$ cat src/design/cnia_pkg.sv
// Shared types and constants for the CAN node-ID allocation client.
package cnia_pkg;

  localparam int UidBytes  = 16;
  localparam int MaxReqUid = 6;
  localparam int DivBits   = 31;
  localparam int DivCntW   = $clog2(DivBits + 1);

  localparam logic [2:0] CfgPreferredId = 3'd0;
  localparam logic [2:0] CfgStaticId    = 3'd1;
  localparam logic [2:0] CfgUidUpper    = 3'd2;
  localparam logic [2:0] CfgUidLower    = 3'd3;
  localparam logic [2:0] CfgMinPeriod   = 3'd4;
  localparam logic [2:0] CfgMaxDelay    = 3'd5;

  localparam logic       OpPoll  = 1'b0;
  localparam logic       OpAlloc = 1'b1;

  localparam logic [15:0] MinPeriodReset = 16'd600;
  localparam logic [15:0] MaxDelayReset  = 16'd400;

  typedef struct packed {
    logic        opcode;
    logic [31:0] now_ms;
    logic [30:0] random_draw;
    logic        from_anonymous;
    logic [4:0]  uid_len;
    logic [63:0] msg_uid_upper;
    logic [63:0] msg_uid_lower;
    logic [6:0]  assigned_node_id;
  } in_word_t;

  typedef struct packed {
    logic        request_valid;
    logic [7:0]  request_first_byte;
    logic [47:0] request_uid_bytes;
    logic [2:0]  request_uid_count;
    logic [6:0]  local_node_id;
  } out_word_t;

  typedef struct packed {
    logic load;
    logic commit;
  } ctrl_cmd_t;

  typedef struct packed {
    logic div_busy;
    logic out_busy;
  } ctrl_stat_t;

endpackage

$ cat src/design/cnia_div.sv
// Bit-serial remainder unit: dividend modulo divisor, one bit per cycle.
module cnia_div (
  input  logic                       clk,
  input  logic                       rst_n,
  input  logic                       start,
  input  logic [cnia_pkg::DivBits-1:0] dividend,
  input  logic [15:0]                divisor,
  output logic                       busy,
  output logic [15:0]                remainder
);

  logic [cnia_pkg::DivBits-1:0] dvd_r, dvd_nxt;
  logic [15:0]                  rem_r, rem_nxt;
  logic [cnia_pkg::DivCntW-1:0] cnt_r, cnt_nxt;
  logic                         busy_r, busy_nxt;
  logic [16:0]                  trial;
  logic                         ge;

  always_comb begin
    trial    = {rem_r, dvd_r[cnia_pkg::DivBits-1]};
    ge       = trial >= {1'b0, divisor};
    dvd_nxt  = dvd_r;
    rem_nxt  = rem_r;
    cnt_nxt  = cnt_r;
    busy_nxt = busy_r;
    if (start) begin
      dvd_nxt  = dividend;
      rem_nxt  = '0;
      cnt_nxt  = cnia_pkg::DivCntW'(cnia_pkg::DivBits);
      busy_nxt = 1'b1;
    end else if (busy_r) begin
      dvd_nxt  = {dvd_r[cnia_pkg::DivBits-2:0], 1'b0};
      rem_nxt  = ge ? 16'(trial - {1'b0, divisor}) : trial[15:0];
      cnt_nxt  = cnt_r - 1'b1;
      busy_nxt = cnt_r != cnia_pkg::DivCntW'(1);
    end
  end

  always_ff @(posedge clk) begin
    if (!rst_n) begin
      busy_r <= 1'b0;
      cnt_r  <= '0;
    end else begin
      busy_r <= busy_nxt;
      cnt_r  <= cnt_nxt;
    end
    dvd_r <= dvd_nxt;
    rem_r <= rem_nxt;
  end

  assign busy      = busy_r;
  assign remainder = rem_r;

endmodule

$ cat src/design/cnia_dp.sv
// Datapath: configuration, allocation state, deadline arithmetic and result word.
module cnia_dp (
  input  logic                 clk,
  input  logic                 rst_n,
  input  cnia_pkg::in_word_t   in_data,
  input  logic                 cfg_we,
  input  logic [2:0]           cfg_index,
  input  logic [63:0]          cfg_data,
  input  logic                 out_stall,
  input  cnia_pkg::ctrl_cmd_t  cmd,
  output cnia_pkg::ctrl_stat_t stat,
  output logic                 out_valid,
  output cnia_pkg::out_word_t  out_data
);

  logic [6:0]  pref_id_r, static_id_r;
  logic [63:0] uid_upper_r, uid_lower_r;
  logic [15:0] min_period_r, max_delay_r;

  logic [6:0]  alloc_r, alloc_nxt;
  logic [4:0]  off_r, off_nxt;
  logic [31:0] next_req_r, next_req_nxt;

  cnia_pkg::in_word_t  item_r;
  cnia_pkg::out_word_t res_r, res_nxt;
  logic                out_valid_r, out_valid_nxt;

  logic        div_busy;
  logic [15:0] div_rem;
  logic [15:0] extra;
  logic [31:0] dl_full, dl_part;
  logic [6:0]  local_id;
  logic [4:0]  off_c, len_c, left_bytes;
  logic [127:0] uid_all, msg_all, shifted;
  logic        mismatch;

  cnia_div u_div (
    .clk       (clk),
    .rst_n     (rst_n),
    .start     (cmd.load),
    .dividend  (in_data.random_draw),
    .divisor   (max_delay_r),
    .busy      (div_busy),
    .remainder (div_rem)
  );

  always_ff @(posedge clk) begin
    if (!rst_n) begin
      pref_id_r    <= '0;
      static_id_r  <= '0;
      uid_upper_r  <= '0;
      uid_lower_r  <= '0;
      min_period_r <= cnia_pkg::MinPeriodReset;
      max_delay_r  <= cnia_pkg::MaxDelayReset;
    end else if (cfg_we) begin
      unique case (cfg_index)
        cnia_pkg::CfgPreferredId: pref_id_r    <= cfg_data[6:0];
        cnia_pkg::CfgStaticId:    static_id_r  <= cfg_data[6:0];
        cnia_pkg::CfgUidUpper:    uid_upper_r  <= cfg_data;
        cnia_pkg::CfgUidLower:    uid_lower_r  <= cfg_data;
        cnia_pkg::CfgMinPeriod:   min_period_r <= cfg_data[15:0];
        cnia_pkg::CfgMaxDelay:    max_delay_r  <= cfg_data[15:0];
        default: ;
      endcase
    end
  end

  always_comb begin
    extra    = (max_delay_r == '0) ? '0 : div_rem;
    dl_part  = item_r.now_ms + {16'b0, extra};
    dl_full  = dl_part + {16'b0, min_period_r};
    local_id = (static_id_r != '0) ? static_id_r : alloc_r;
    uid_all  = {uid_upper_r, uid_lower_r};
    msg_all  = {item_r.msg_uid_upper, item_r.msg_uid_lower};
    off_c    = (off_r > 5'(cnia_pkg::UidBytes)) ? 5'(cnia_pkg::UidBytes) : off_r;
    len_c    = (item_r.uid_len > 5'(cnia_pkg::UidBytes)) ? 5'(cnia_pkg::UidBytes)
                                                         : item_r.uid_len;
    shifted    = uid_all << {off_c, 3'b000};
    left_bytes = 5'(cnia_pkg::UidBytes) - off_c;
    mismatch   = 1'b0;
    for (int i = 0; i < cnia_pkg::UidBytes; i++) begin
      if ((5'(i) < len_c) && (msg_all[127-8*i -: 8] != uid_all[127-8*i -: 8])) begin
        mismatch = 1'b1;
      end
    end

    alloc_nxt    = alloc_r;
    off_nxt      = off_r;
    next_req_nxt = next_req_r;
    res_nxt      = '0;

    if (local_id == '0) begin
      if (item_r.opcode == cnia_pkg::OpPoll) begin
        if (item_r.now_ms >= next_req_r) begin
          next_req_nxt               = dl_full;
          off_nxt                    = '0;
          res_nxt.request_valid      = 1'b1;
          res_nxt.request_first_byte = {pref_id_r, off_r == '0};
          res_nxt.request_uid_bytes  = shifted[127:80];
          res_nxt.request_uid_count  = (left_bytes > 5'(cnia_pkg::MaxReqUid))
                                       ? 3'(cnia_pkg::MaxReqUid) : left_bytes[2:0];
        end
      end else begin
        next_req_nxt = dl_full;
        if (item_r.from_anonymous || mismatch) begin
          off_nxt = '0;
        end else if (len_c < 5'(cnia_pkg::UidBytes)) begin
          off_nxt      = len_c;
          next_req_nxt = dl_part;
        end else begin
          alloc_nxt = item_r.assigned_node_id;
        end
      end
    end
    res_nxt.local_node_id = (static_id_r != '0) ? static_id_r : alloc_nxt;

    out_valid_nxt = out_valid_r;
    if (cmd.commit) begin
      out_valid_nxt = 1'b1;
    end else if (out_valid_r && !out_stall) begin
      out_valid_nxt = 1'b0;
    end
  end

  always_ff @(posedge clk) begin
    if (!rst_n) begin
      alloc_r     <= '0;
      off_r       <= '0;
      next_req_r  <= '0;
      out_valid_r <= 1'b0;
    end else begin
      out_valid_r <= out_valid_nxt;
      if (cmd.commit) begin
        alloc_r    <= alloc_nxt;
        off_r      <= off_nxt;
        next_req_r <= next_req_nxt;
      end
    end
    if (cmd.load) begin
      item_r <= in_data;
    end
    if (cmd.commit) begin
      res_r <= res_nxt;
    end
  end

  assign stat.div_busy = div_busy;
  assign stat.out_busy = out_valid_r && out_stall;
  assign out_valid     = out_valid_r;
  assign out_data      = res_r;

endmodule

$ cat src/design/cnia_ctrl.sv
// Controller: sequences load, remainder wait and commit of one word.
module cnia_ctrl (
  input  logic                 clk,
  input  logic                 rst_n,
  input  logic                 in_valid,
  output logic                 in_stall,
  input  cnia_pkg::ctrl_stat_t stat,
  output cnia_pkg::ctrl_cmd_t  cmd
);

  localparam logic [1:0] StIdle = 2'd0;
  localparam logic [1:0] StRun  = 2'd1;
  localparam logic [1:0] StFin  = 2'd2;

  logic [1:0] state_r, state_nxt;

  always_comb begin
    state_nxt  = state_r;
    cmd.load   = 1'b0;
    cmd.commit = 1'b0;
    in_stall   = state_r != StIdle;
    unique case (state_r)
      StIdle: begin
        if (in_valid) begin
          cmd.load  = 1'b1;
          state_nxt = StRun;
        end
      end
      StRun: begin
        if (!stat.div_busy) begin
          state_nxt = StFin;
        end
      end
      StFin: begin
        if (!stat.out_busy) begin
          cmd.commit = 1'b1;
          state_nxt  = StIdle;
        end
      end
      default: state_nxt = StIdle;
    endcase
  end

  always_ff @(posedge clk) begin
    if (!rst_n) begin
      state_r <= StIdle;
    end else begin
      state_r <= state_nxt;
    end
  end

endmodule

$ cat src/design/can_node_id_allocation_client.sv
// Top level of the CAN node-ID allocation client.
// From input accept to out_valid a word passes through load, the bit-serial remainder steps and commit.
// The next word is not accepted until the current one is committed, as the remainder unit is bit-serial.
// A held result does not block the next accept; its commit waits for the output register.
// Synchronous active-low reset restores register defaults and clears node ID,
// UID offset and request deadline.
module can_node_id_allocation_client (
  input  logic                clk,
  input  logic                rst_n,
  input  logic                in_valid,
  output logic                in_stall,
  input  cnia_pkg::in_word_t  in_data,
  output logic                out_valid,
  input  logic                out_stall,
  output cnia_pkg::out_word_t out_data,
  input  logic                cfg_valid,
  output logic                cfg_ready,
  input  logic [2:0]          cfg_index,
  input  logic [63:0]         cfg_data
);

  cnia_pkg::ctrl_cmd_t  cmd;
  cnia_pkg::ctrl_stat_t stat;

  assign cfg_ready = 1'b1;

  cnia_ctrl u_ctrl (
    .clk      (clk),
    .rst_n    (rst_n),
    .in_valid (in_valid),
    .in_stall (in_stall),
    .stat     (stat),
    .cmd      (cmd)
  );

  cnia_dp u_dp (
    .clk       (clk),
    .rst_n     (rst_n),
    .in_data   (in_data),
    .cfg_we    (cfg_valid && cfg_ready),
    .cfg_index (cfg_index),
    .cfg_data  (cfg_data),
    .out_stall (out_stall),
    .cmd       (cmd),
    .stat      (stat),
    .out_valid (out_valid),
    .out_data  (out_data)
  );

endmodule

$ cat config.mk
export PLATFORM = sky130hd
export DESIGN_NAME = can_node_id_allocation_client
export DESIGN_NICKNAME = d
export VERILOG_FILES = /design/src/design/cnia_pkg.sv /design/src/design/cnia_div.sv /design/src/design/cnia_dp.sv /design/src/design/cnia_ctrl.sv /design/src/design/can_node_id_allocation_client.sv
export SDC_FILE = /design/constraint.sdc
export NUM_CORES = 1
export LEC_CHECK = 0
export BUFFER_PORTS_ARGS = -buffer_cell sky130_fd_sc_hd__buf_2
export CORE_MARGIN = 2
export CORE_UTILIZATION = 53
export DETAILED_ROUTE_END_ITERATION = 8
export PLACE_DENSITY_LB_ADDON = 0.12
export SETUP_SLACK_MARGIN = 0.3
export SYNTH_ARGS = -nofsm -noshare
export SYNTH_HDL_FRONTEND = slang
export SYNTH_SLANG_ARGS = --single-unit
export TNS_END_PERCENT = 100
$ cat constraint.sdc
create_clock -name clk -period 6.53 [get_ports clk]
set_clock_uncertainty 0.1 [all_clocks]
set_input_delay 0.3265 -clock clk [delete_from_list [all_inputs] [get_ports clk]]
set_output_delay 0.3265 -clock clk [all_outputs]
set_load 0.03 [all_outputs]
# Word level (Yosys, flattened, before mapping)
# Cells that the tools add are included.
# totals
register_bits	515
input_bits	277
out_inout_bits	70
# classes
addsub	5
order_cmp	22
n_eq_ne	28
shifts	1
n_mux	52
n_bitwise	2
reduce_logical	42
# op_table
op	count
2-to-1 mux 32 bit	4
inequality test 8 bit	16
<< shifter 128 x 8 -> 128 bit	1
adder 32 x 16 -> 32 bit	2
2-to-1 mux 31 bit	2
2-to-1 mux 60 bit	1
2-to-1 mux 7 bit	6
< comparator 4 x 5 -> 1 bit (first input constant)	8
2-to-1 mux 5 bit	8
greater-or-equal comparator 32 bit	1
2-to-1 mux 16 bit	2
2-to-1 mux 1 bit	24
< comparator 3 x 5 -> 1 bit (first input constant)	4
logical AND 1 bit	18
greater-or-equal comparator 17 x 16 -> 1 bit	1
zero test 16 bit	1
subtractor 16 bit	1
AND reduction 2 bit	6
greater-than comparator 5 bit (second input constant)	2
< comparator 1 x 5 -> 1 bit (first input constant)	2
< comparator 2 x 5 -> 1 bit (first input constant)	2
nonzero test 2 bit	4
zero test 7 bit	1
nonzero test 7 bit	1
other kinds (26)	34

# Logic depth before layout (Yosys ltp)
# depth
depth_word	25
mapped_depth	22
mapped_depth_nobuf	22

# Modules after synthesis
# A second synthesis with hierarchy kept.
# unflattened
hier_cells	2889
area_unflattened_um2	27486.4
# by_module_without_submodules
module	n_inst	cells_each	area_each_um2	seq_area_each_um2
cnia_dp	1	2550	24068.1	11621.1
cnia_div	1	326	3299.4	1371.3
cnia_ctrl	1	11	107.6	40.0
can_node_id_allocation_client	1	2	11.3	0.0

# Worst setup path before layout
# OpenSTA, ideal clock, no wires.
# synth_timing
kind	reg2reg
startpoint	reg u_ctrl.state_r[1]
endpoint	reg u_dp.item_r[0] in the netlist's numbering, enable pin
setup_time_ns	0.606
t_arrival_ns	5.583
setup_slack_ns	0.241
stages_incl_launch_ff	5
n_path_buf	1
period_less_slack_ns	6.289
path_cell_list	dfxtp_1 > nor2_1 > nand2_1 > inv_1 > clkbuf_1
# synth_between
elab_chain_len	2
# synth_lines
element	line	rtl
from (decl)	cnia_ctrl.sv:15	logic [1:0] state_r, state_nxt;
from (signal assigned)	cnia_ctrl.sv:46	state_r <= StIdle;
from (signal assigned)	cnia_ctrl.sv:48	state_r <= state_nxt;
zero test 2 bit	cnia_ctrl.sv:22	unique case (state_r)
2-to-1 mux 1 bit	cnia_ctrl.sv:22	
net u_dp.u_div.start	cnia_div.sv:5	input logic start,
to (signal assigned)	cnia_dp.sv:140	item_r <= in_data;
to (decl)	cnia_dp.sv:24	cnia_pkg::in_word_t item_r;
# The timed path passes the listed nets, and every way through them passes these cells.
# A chain may end at the register's enable or synchronous reset.

# Final worst setup path
# layout_timing
startpoint	reg u_dp.max_delay_r[1]
endpoint	reg u_dp.next_req_r[27]
# layout_between
elab_chain_len	7
# layout_lines
element	line	rtl
from (decl)	cnia_dp.sv:18	logic [15:0] min_period_r, max_delay_r;
from (signal assigned)	cnia_dp.sv:54	max_delay_r <= cnia_pkg::MaxDelayReset;
from (signal assigned)	cnia_dp.sv:62	cnia_pkg::CfgMaxDelay: max_delay_r <= cfg_data[15:0];
zero test 16 bit *	cnia_dp.sv:69	extra = (max_delay_r == '0) ? '0 : div_rem;
2-to-1 mux 16 bit *	cnia_dp.sv:69	
adder 32 x 16 -> 32 bit *	cnia_dp.sv:70	dl_part = item_r.now_ms + {16'b0, extra};
adder 32 x 16 -> 32 bit	cnia_dp.sv:71	dl_full = dl_part + {16'b0, min_period_r};
2-to-1 mux 32 bit	cnia_dp.sv:107	end else if (len_c < 5'(cnia_pkg::UidBytes)) begin
2-to-1 mux 32 bit	cnia_dp.sv:105	if (item_r.from_anonymous || mismatch) begin
2-to-1 mux 32 bit *	cnia_dp.sv:93	if (item_r.opcode == cnia_pkg::OpPoll) begin
to (signal assigned)	cnia_dp.sv:136	next_req_r <= next_req_nxt;
to (decl)	cnia_dp.sv:22	logic [31:0] next_req_r, next_req_nxt;
# Mark *: on every way between the ends. The rest lies on a longest branch, timed or not. The select of a mux whose other input is x is not followed.

==> impl_results.md <==
- Initial core utilization: 0.538
- Multiplexer share of the synthesized area: 0.0704
- Critical Path Slowest Stage Cell: or4b_4
- CTS H-tree lvls: 2
- NetSw: ~0.0028 W
- Post-CTS sizing: 0
- Fin area: 0.0339 sq mm
- Critical-path cell list: nor4_1, nand4_1, buf_4, and2_1, fa_1, a211oi_2, o21bai_1, a21oi_1, o21ai_0, a21o_1, a21oi_1, xnor2_1, ha_1, nand4_1, a21oi_1, o21ai_0, nand2b_1, a31o_2, a41oi_1, or4b_4, or3_1, a32o_1
- Total global routing track utilization: 0.365
- Synth Register Bits: 515
- Boundary pin count: ~350
- F_max: between 150 and 200 MHz
- Worst Path Arrival: approximately 6100 ps
- Total grt overflow: 0
- DR vias: ~25000
- Pleak: around 13 nW
- CP max FO: 15
- Post-synthesis simple-gate area fraction: 0.178
- DR DRC count: 0
- Setup crit start kind: flop
- Cells after Synth: 2899
- Register Area: 0.0130 sq mm
- Area grow syn2layout: 25.4%
- Worst-path clk slew: 60 ps
- Worst-margin pin slew: ~1300 ps
- Combinational family with the most area after synthesis: simple AND/OR/NAND/NOR gates
- CTS tree: yes
- Synth top area cells: edfxtp_1 30%, dfxtp_1 18%, nand2_1 9.9%
- Max stage delay on crit path: 550 ps
- Die footprint: around 0.053 sq mm
- Design Power: around 0.0091 W
- HP Class: in -> reg
- Min Tclk post-route: approximately 5700 ps
- Die Y: about 230 um
- Post-synthesis compound-gate area fraction: 0.133
- Fin. Hold Viols: 0
- RSZ-0062 raised after global routing: no
- Multi-input gate area: between 0.01 and 0.015 sq mm
- Num rows: around 80
- Antenna violations before repair: 4
- Switching Fraction: 0.301
- Synth async-reset ratio: 0
- Outcome: complete, no violations
- CP most frequent cell: a21oi_1
- Post-synthesis xor/xnor area fraction: 0.0625
- Post-synth net total: around 3300
- Dpl cell area: between 0.02 and 0.03 sq mm
- Slew margin rel.: 0.154
- DR WL/cell: 23.8 um
- R2R depth: 22
- Core Box Area: a little over 0.05 sq mm
- Cells after DPL: between 3000 and 4000
- Initial DRC Count: 2842
- Sequential power share: 0.418
- Yosys top cell by area: edfxtp_1
- Setup TNS: 0 ps
- Global-route wire length before repair: 147000 um
- Max Cap Violations: 0
- Setup WS post-layout: approximately 800 ps
- PwrDens: ~270 mW/mm^2
- Ys Warns: 0
- Top_reg_cell synth: edfxtp_1
- Drt pass-1 iters: 6
- Post-synth top area share: 0.302
- Clk sinks: just over 500
- Num CTS Buffers: 54
- Vias in the first global route: between 20000 and 25000
- Filler cells: 3954
- Post-synth EDFFs: approximately 270
- Slew Limit Fails: 0
- Synth Area in Adders: 0.0411
- DP Worst Slack: between 900 and 1000 ps
- Port bufs: around 350
- Layout cell share with drive strength beyond 1: 0.146
- Layout net count: 3814
- Hold Crit Depth: 2
- VDD IR-drop max: between 0.3 and 0.4 mV
- Antenna-violating nets left: 0
- Synth cell types: 83
- Vias/cell: 6.01
- Clock power frac: 0.354
- Die Wd: roughly 230 um
- Routed wire length: roughly 99000 um
- Internal power: around 0.0064 W
- Crit share post-route: 0.874
- Worst skew pair latency: about 620 ps
- Post-DP HPWL: a little under 70000 um
- Clk root buf: clkbuf_16
- Final setup violation count: 0
- Syn Area/Cell: approximately 9.3 sq um
- CTS max path bufs: 3
- Kind of end point of the critical path: flop
- Critical path type: reg -> reg
- Logic gate share of total power: 0.228
- Cell area after synthesis: 0.0270 sq mm
- Largest net degree at the start of global routing: ~130
- Critical path required time: slightly below 7000 ps
- Sequential share of the synthesized area: 0.482
- Final Wtd Congestion: 0.986
- Non-filler cells, final: between 4000 and 5000
[synthesized netlist by cell type (13+ instances only)]
cell and number:
a211oi_1 23, a21o_1 24, a21oi_1 277, a22oi_1 13, a311oi_1 14, a31oi_1 21, and2_1 28, and3_1 14
buf_1 25, clkbuf_1 122, dfxtp_1 243, edfxtp_1 272, ha_1 84, inv_1 76, mux2i_1 161, nand2_1 714
nand2b_1 15, nand3_1 60, nand4_1 41, nor2_1 133, nor2b_1 25, nor3_1 13, nor4_1 27, o2111ai_1 16
o21ai_0 100, xnor2_1 111, xor2_1 80
[layer usage]
layer,part of all wire,vias to the layer above,GRT usage,wire length (um)
li1,-,11349,-,-
met1,0.42,11970,0.522,41400
met2,0.43,1540,0.545,42700
met3,0.12,217,0.0936,12000
met4,0.031,0,0.113,3110
met5,0,-,0,0
[layout by cell type (no fill, tap or decap), types with 8 or more instances in the layout]
cell	Yosys	routed
nor2b_1	25	24
o21bai_1	12	12
clkbuf_1	122	9
clkbuf_16	0	55
xnor2_1	111	111
inv_1	76	74
nand3_1	60	59
edfxtp_1	272	272
nor3b_1	8	8
clkinv_2	0	10
a211oi_1	23	23
a31oi_1	21	21
o211ai_1	12	12
mux2i_1	161	161
nand4_1	41	41
a32o_1	12	12
buf_4	1	29
nor4_1	27	27
a21oi_1	277	276
buf_2	4	345
ha_1	84	84
xor2_1	80	80
o2111ai_1	16	16
mux4_2	11	11
dfxtp_1	243	243
and2_1	28	28
dlygate4sd3_1	0	272
o21ai_0	100	100
clkinv_1	2	10
nor3_1	13	13
and3_1	14	14
nand2_1	714	713
a311oi_1	14	14
o21a_1	8	8
a21o_1	24	24
nand2b_1	15	14
a22oi_1	13	13
nor2_1	133	130
[stage by stage]
stage                      util  hold slack (ps)
after global placement    0.584              340
after floorplan               -              325
final                     0.675             63.0
after global routing      0.674             68.5
after CTS                 0.674             32.3
after detailed placement  0.584              347
[sequential cells by signal (all words and copies together), names as in the netlist, 16 cells and up]
name / flops
u_dp.item_r: 174
u_dp.u_div.dvd_r: 31
u_dp.next_req_r: 32
u_dp.u_div.remainder: 16
u_dp.min_period_r: 16
u_dp.uid_upper_r: 64
u_dp.max_delay_r: 16
u_dp.out_data: 67
u_dp.uid_lower_r: 64
[area by class of cell]
| class | count | area share |
|---|---|---|
| Inverter | 79 | 0.00915 |
| Clock buffer | 68 | 0.0432 |
| Sequential cell | 515 | 0.384 |
| Clock inverter | 34 | 0.0110 |
| Timing Repair Buffer | 647 | 0.138 |
| Antenna cell | 7 | 0.000516 |
| Multi-Input combinational cell | 2153 | 0.389 |
| Tap cell | 672 | 0.0248 |
[timing repair]
item,4_1_cts,5_1_grt
buffers inserted,0,0
hold buffers,272,0
hold endpoints to repair,360,0
[worst max-delay path, delay by kind of cell, from the launching register on]
family                     cells  cell delay [ps]
and+or+nand+nor                7             1840
AOI/OAI and AO/OA             11             2170
xor gates and xnor gates       1              120
buffers and inverters          1              220
DFF                            1              340
adders and majority gates      2              810
[power groups by stage]
stage               Combinational, W  Sequential (W)  Clock (W)
floorplan                    0.00139         0.00383          0
global placement             0.00185         0.00388          0
detailed placement           0.00190         0.00388          0
CTS                          0.00204         0.00381    0.00324
global route                 0.00230         0.00383    0.00338
finish                       0.00209         0.00382    0.00324
[cell families after synthesis]
family	count (synthesis)
DFF	515
xor gates and xnor gates	192
buffers and inverters	231
and+or+nand+nor	1108
other	1
muxes	176
AOI/OAI and AO/OA	589
adders and majority gates	87
[final timing paths]
| kind | slack, ps | end | start |
|---|---|---|---|
| worst max-delay path | 820 | u_dp.next_req_r[27] | u_dp.max_delay_r[1] |
| worst min-delay path | 60 | u_dp.min_period_r[3] | rst_n |
| worst max register to register | 820 | u_dp.next_req_r[27] | u_dp.max_delay_r[1] |
| worst min register to register | 360 | u_dp.next_req_r[22] | u_dp.next_req_r[22] |
Power figures use the tool's default switching activity.
